### config.mk
export PLATFORM = sky130hd
export DESIGN_NAME = bfi_front
export DESIGN_NICKNAME = d
export VERILOG_FILES = /design/src/rtl/bfi_pkg.sv /design/src/rtl/bfi_front.sv
export SDC_FILE = /design/constraint.sdc
export NUM_CORES = 1
export LEC_CHECK = 0
export BUFFER_PORTS_ARGS = -buffer_cell sky130_fd_sc_hd__buf_4
export CAP_MARGIN = 5
export CORE_MARGIN = 8
export CORE_UTILIZATION = 30
export CTS_BUF_LIST = sky130_fd_sc_hd__clkbuf_16
export CTS_CLUSTER_DIAMETER = 150
export CTS_CLUSTER_SIZE = 16
export DETAILED_ROUTE_END_ITERATION = 8
export SLEW_MARGIN = 15
export SYNTH_ARGS = -nofsm -noshare
export SYNTH_HDL_FRONTEND = slang
export SYNTH_SLANG_ARGS = --single-unit
### constraint.sdc
create_clock -name clk -period 4.7 [get_ports clk]
set_input_delay 0.94 -clock clk [delete_from_list [all_inputs] [get_ports clk]]
set_output_delay 0.94 -clock clk [all_outputs]
set_load 0.02 [all_outputs]
### src/rtl/bfi_pkg.sv
// ----------------------------------------------------------------------------
// bfi_pkg
// Shared types, codes and the symbol encoder of the interpreter core.
// ----------------------------------------------------------------------------
`timescale 1ns / 1ps

package bfi_pkg;

  typedef enum logic [2:0] {
    CMD_CLEAR  = 3'd0,
    CMD_LOAD   = 3'd1,
    CMD_START  = 3'd2,
    CMD_STEP   = 3'd3,
    CMD_SUPPLY = 3'd4,
    CMD_BAD    = 3'd5
  } cmd_t;

  typedef enum logic [3:0] {
    SYM_RIGHT = 4'd0,
    SYM_LEFT  = 4'd1,
    SYM_INC   = 4'd2,
    SYM_DEC   = 4'd3,
    SYM_OUT   = 4'd4,
    SYM_IN    = 4'd5,
    SYM_OPEN  = 4'd6,
    SYM_CLOSE = 4'd7,
    SYM_NL    = 4'd8,
    SYM_BAD   = 4'd9
  } sym_t;

  typedef enum logic [2:0] {
    ST_OK      = 3'd0,
    ST_OUT     = 3'd1,
    ST_WAIT    = 3'd2,
    ST_END     = 3'd3,
    ST_SYNTAX  = 3'd4,
    ST_BRACKET = 3'd5,
    ST_FULL    = 3'd6,
    ST_REFUSED = 3'd7
  } status_t;

  typedef enum logic [1:0] {
    MODE_IDLE = 2'd0,
    MODE_RUN  = 2'd1,
    MODE_WAIT = 2'd2,
    MODE_HALT = 2'd3
  } mode_t;

  // Raw command codes on the input channel.
  localparam logic [2:0] RAW_CLEAR  = 3'd0;
  localparam logic [2:0] RAW_LOAD   = 3'd1;
  localparam logic [2:0] RAW_START  = 3'd2;
  localparam logic [2:0] RAW_STEP   = 3'd3;
  localparam logic [2:0] RAW_SUPPLY = 3'd4;

  localparam logic [7:0] CH_RIGHT = 8'h3E;
  localparam logic [7:0] CH_LEFT  = 8'h3C;
  localparam logic [7:0] CH_INC   = 8'h2B;
  localparam logic [7:0] CH_DEC   = 8'h2D;
  localparam logic [7:0] CH_OUT   = 8'h2E;
  localparam logic [7:0] CH_IN    = 8'h2C;
  localparam logic [7:0] CH_OPEN  = 8'h5B;
  localparam logic [7:0] CH_CLOSE = 8'h5D;
  localparam logic [7:0] CH_NL    = 8'h0A;

  // One classified item between front and back.
  typedef struct packed {
    cmd_t       kind;
    sym_t       sym;
    logic [7:0] val;
  } op_t;

  function automatic sym_t encode_symbol(input logic [7:0] c);
    sym_t s;
    begin
      case (c)
        CH_RIGHT: s = SYM_RIGHT;
        CH_LEFT:  s = SYM_LEFT;
        CH_INC:   s = SYM_INC;
        CH_DEC:   s = SYM_DEC;
        CH_OUT:   s = SYM_OUT;
        CH_IN:    s = SYM_IN;
        CH_OPEN:  s = SYM_OPEN;
        CH_CLOSE: s = SYM_CLOSE;
        CH_NL:    s = SYM_NL;
        default:  s = SYM_BAD;
      endcase
      return s;
    end
  endfunction

endpackage

### src/rtl/bfi_front.sv
// ----------------------------------------------------------------------------
// bfi_front
// Accepts input items, classifies them and holds them in a two-entry queue.
// ----------------------------------------------------------------------------
`timescale 1ns / 1ps

module bfi_front (
  input  logic             clk,
  input  logic             rst_n,
  input  logic             in_valid,
  output logic             in_ready,
  input  logic [2:0]       in_command,
  input  logic [7:0]       in_value,
  output logic             q_valid,
  output bfi_pkg::op_t     q_op,
  input  logic             q_pop
);

  bfi_pkg::op_t q_mem_r [2];
  logic         wr_ptr_r, wr_ptr_nxt;
  logic         rd_ptr_r, rd_ptr_nxt;
  logic [1:0]   cnt_r, cnt_nxt;
  bfi_pkg::op_t op_in;
  logic         push;

  always_comb begin
    op_in.val = in_value;
    op_in.sym = bfi_pkg::encode_symbol(in_value);
    unique case (in_command)
      bfi_pkg::RAW_CLEAR:  op_in.kind = bfi_pkg::CMD_CLEAR;
      bfi_pkg::RAW_LOAD:   op_in.kind = bfi_pkg::CMD_LOAD;
      bfi_pkg::RAW_START:  op_in.kind = bfi_pkg::CMD_START;
      bfi_pkg::RAW_STEP:   op_in.kind = bfi_pkg::CMD_STEP;
      bfi_pkg::RAW_SUPPLY: op_in.kind = bfi_pkg::CMD_SUPPLY;
      default:             op_in.kind = bfi_pkg::CMD_BAD;
    endcase
  end

  assign in_ready = (cnt_r != 2'd2);
  assign push     = in_valid && in_ready;
  assign q_valid  = (cnt_r != 2'd0);
  assign q_op     = q_mem_r[rd_ptr_r];

  always_comb begin
    wr_ptr_nxt = push  ? ~wr_ptr_r : wr_ptr_r;
    rd_ptr_nxt = q_pop ? ~rd_ptr_r : rd_ptr_r;
    cnt_nxt    = cnt_r + {1'b0, push} - {1'b0, q_pop};
  end

  always_ff @(posedge clk) begin
    if (!rst_n) begin
      wr_ptr_r <= 1'b0;
      rd_ptr_r <= 1'b0;
      cnt_r    <= 2'd0;
    end else begin
      wr_ptr_r <= wr_ptr_nxt;
      rd_ptr_r <= rd_ptr_nxt;
      cnt_r    <= cnt_nxt;
    end
  end

  always_ff @(posedge clk) begin
    if (push) begin
      q_mem_r[wr_ptr_r] <= op_in;
    end
  end

endmodule

==> out/results.tsv <==
metric	value	unit
outcome	finished clean	
Clock Skews	0.00232	ns
Design Power	919	uW
Syn Inst Count	98	
n_diodes	0	
predominant post-synthesis flop cell	edfxtp_1	
clock-pin slew on the worst setup and hold paths	0.05	ns
Final Hold Fails	0	
critical path arrival	1.59	ns
core region area	4790	um^2
CP Launch Type	flop	
post-synthesis compound-gate area fraction	4.74	%
Nets	151	
Starting Density	31.5	%
syn nets	115	
Area after DPL	1820	um^2
CTS Root Cell	clkbuf_16	
Die ar.	7540	um^2
drt total wl	2930	um
Post-CTS Setup Bufs	0	
post-synthesis mux area share	11.2	%
post-synth cell types	30	
simple-gate share of the synthesized area	11.8	%
port bufs	31	
largest family of logic cells by synthesized area	simple AND/OR/NAND/NOR gates	
# DRC	0	
met3 GRT Util	3.31	%
initial antenna violation count	0	
initial DRC count	86	
post-DP HPWL	2160	um
TNS Setup	0	ns
total CTS buffers	5	
worst relative slew slack	50.8	%
Max Cap Violations	0	
Post-synth EDFFs	30	
layout overhead on the synthesized area	29.5	%
overall die width	86.8	um
Seq/Total Area, Yosys	66.5	%
die height	86.8	um
critical path endpoint category	output pin	
Yosys reg bits	35	
max-slew violations	0	
Leak	0.736	nW
Async SR Flop Fraction	0	%
Crit Path Category	reg -> out	
Post-Synth XOR/XNOR Area	2.91	%
Setup Viol. Count Final	0	
vias per cell	4.53	
met2 Use GR	15.1	%
Antenna Violating Nets Remaining	0	
critical path required time	3.76	ns
num ports	32	
commonest non-fill, non-tap cell in the layout	buf_4	
RSZ-0062 raised after global routing	false	
Placement Rows	25	
WL/cell	14.6	um
synthesized area	1510	um^2
gr ovfl total	0	
adder-cell area share of the yosys netlist	1.66	%
clk_lat worst skew	0.27	ns
fin crit share	53.8	%
CP Max Fanout	15	
most frequent cells in the layout	buf_4 (32), edfxtp_1 (30), mux2_2 (15)	
Synth warnings	0	
gr usage total	8.45	%
first-pass GRT wire length	4770	um
Post-CTS Resized	0	
Max Freq	396	MHz
met1 Use GR	7.85	%
post-cts hold buffer count	0	
Tmin final	2.53	ns
grt peak-use layer	met2	
Initial DRT Pass Iterations	4	
design area	1950	um^2
largest net degree at the start of global routing	16	
vias in the first global route	1009	
CTS tree	done	
H-tree lvl count	2	
vias	910	
worst-margin pin slew	0.738	ns
worst vdd ir	256	uV
CTS max path bufs	2	
PwrDens	472	nW/um^2
Final Wtd Congestion	0.850	
Hold WC Path Type	reg -> reg	
CTS Sinks	35	
layout cells sized above 1	43.3	%
Mapped Avg Cell Area	15.4	um^2
-- path summary, 6_finish.rpt --
| check | from | cells past startpoint | slack (ns) | to |
|---|---|---|---|---|
| hold reg to reg | rd_ptr_r | 2 | 0.59 | flop |
| setup reg to reg | cnt_r[0] | 8 | 3.07 | cnt_r[1] |
| setup / recovery | flop | 2 | 2.17 | q_op[2] |
| hold / removal | rd_ptr_r | 2 | 0.59 | flop |
-- critical path, stage by stage (launching register included) --
cell and delay (ns):
dfxtp_1 0.74, mux2_2 0.42, buf_4 0.16
-- report_power, final --
group	internal, mW	switching [mW]	total (mW)
registers	0.394	0.0190	0.413
logic	0.0984	0.113	0.212
clock network	0.190	0.105	0.295
total	0.682	0.238	0.919
-- per-stage QoR --
stage	setup slack, ns	util [%]	hold slack, ns	std cells
floorplan	2.62	-	0.555	98
global placement	2.40	37.9	0.566	194
detailed placement	2.41	37.9	0.578	194
CTS	2.11	40.7	0.588	201
global route	2.04	40.7	0.617	201
finish	2.17	40.7	0.592	201
-- kinds of logic (layout without fill, tap and decap cells) --
family | count (synthesis) | count (layout)
mux | 15 | 15
flops | 35 | 35
buf+inv | 4 | 40
simple gates | 28 | 28
compound gates | 9 | 9
xor+xnor | 5 | 5
fa+ha+maj | 2 | 2
-- state kept, by name, summed over array words and instances, names as in the netlist, named ones only --
signal    count
cnt_r         2
wr_ptr_r      1
q_mem_r      30
rd_ptr_r      1
-- synth_stat cells, types with 2 or more instances --
cell	instances	area (um^2)
dfxtp_1	5	100
nand2_1	4	15.0
xnor2_1	4	35.0
nor2_1	3	11.3
ha_1	2	25.0
buf_2	2	10.0
and2_1	5	31.3
o21bai_1	2	15.0
nor3b_2	2	25.0
mux2_2	15	169
edfxtp_1	30	901
nor2b_1	3	18.8
nand3_1	3	15.0
a21o_1	2	15.0
-- metal layers --
layer	part of all wire, %	up-vias	wire, um
met5	0	-	0
met4	1.9	0	57
met3	5.3	5	156
met2	54	27	1600
met1	38	444	1120
li1	-	434	-
-- layout make-up --
class                   instances  area, um^2
fillers                       452        2840
flip-flops and latches         35        1000
multi-input cells              59         487
repair buffers                 32         240
clock buffers                   5         125
well taps                      67        83.8
clock inverters                 2        8.76
inverters                       1        3.75
Note: power is estimated with default switching activity, not from simulation.
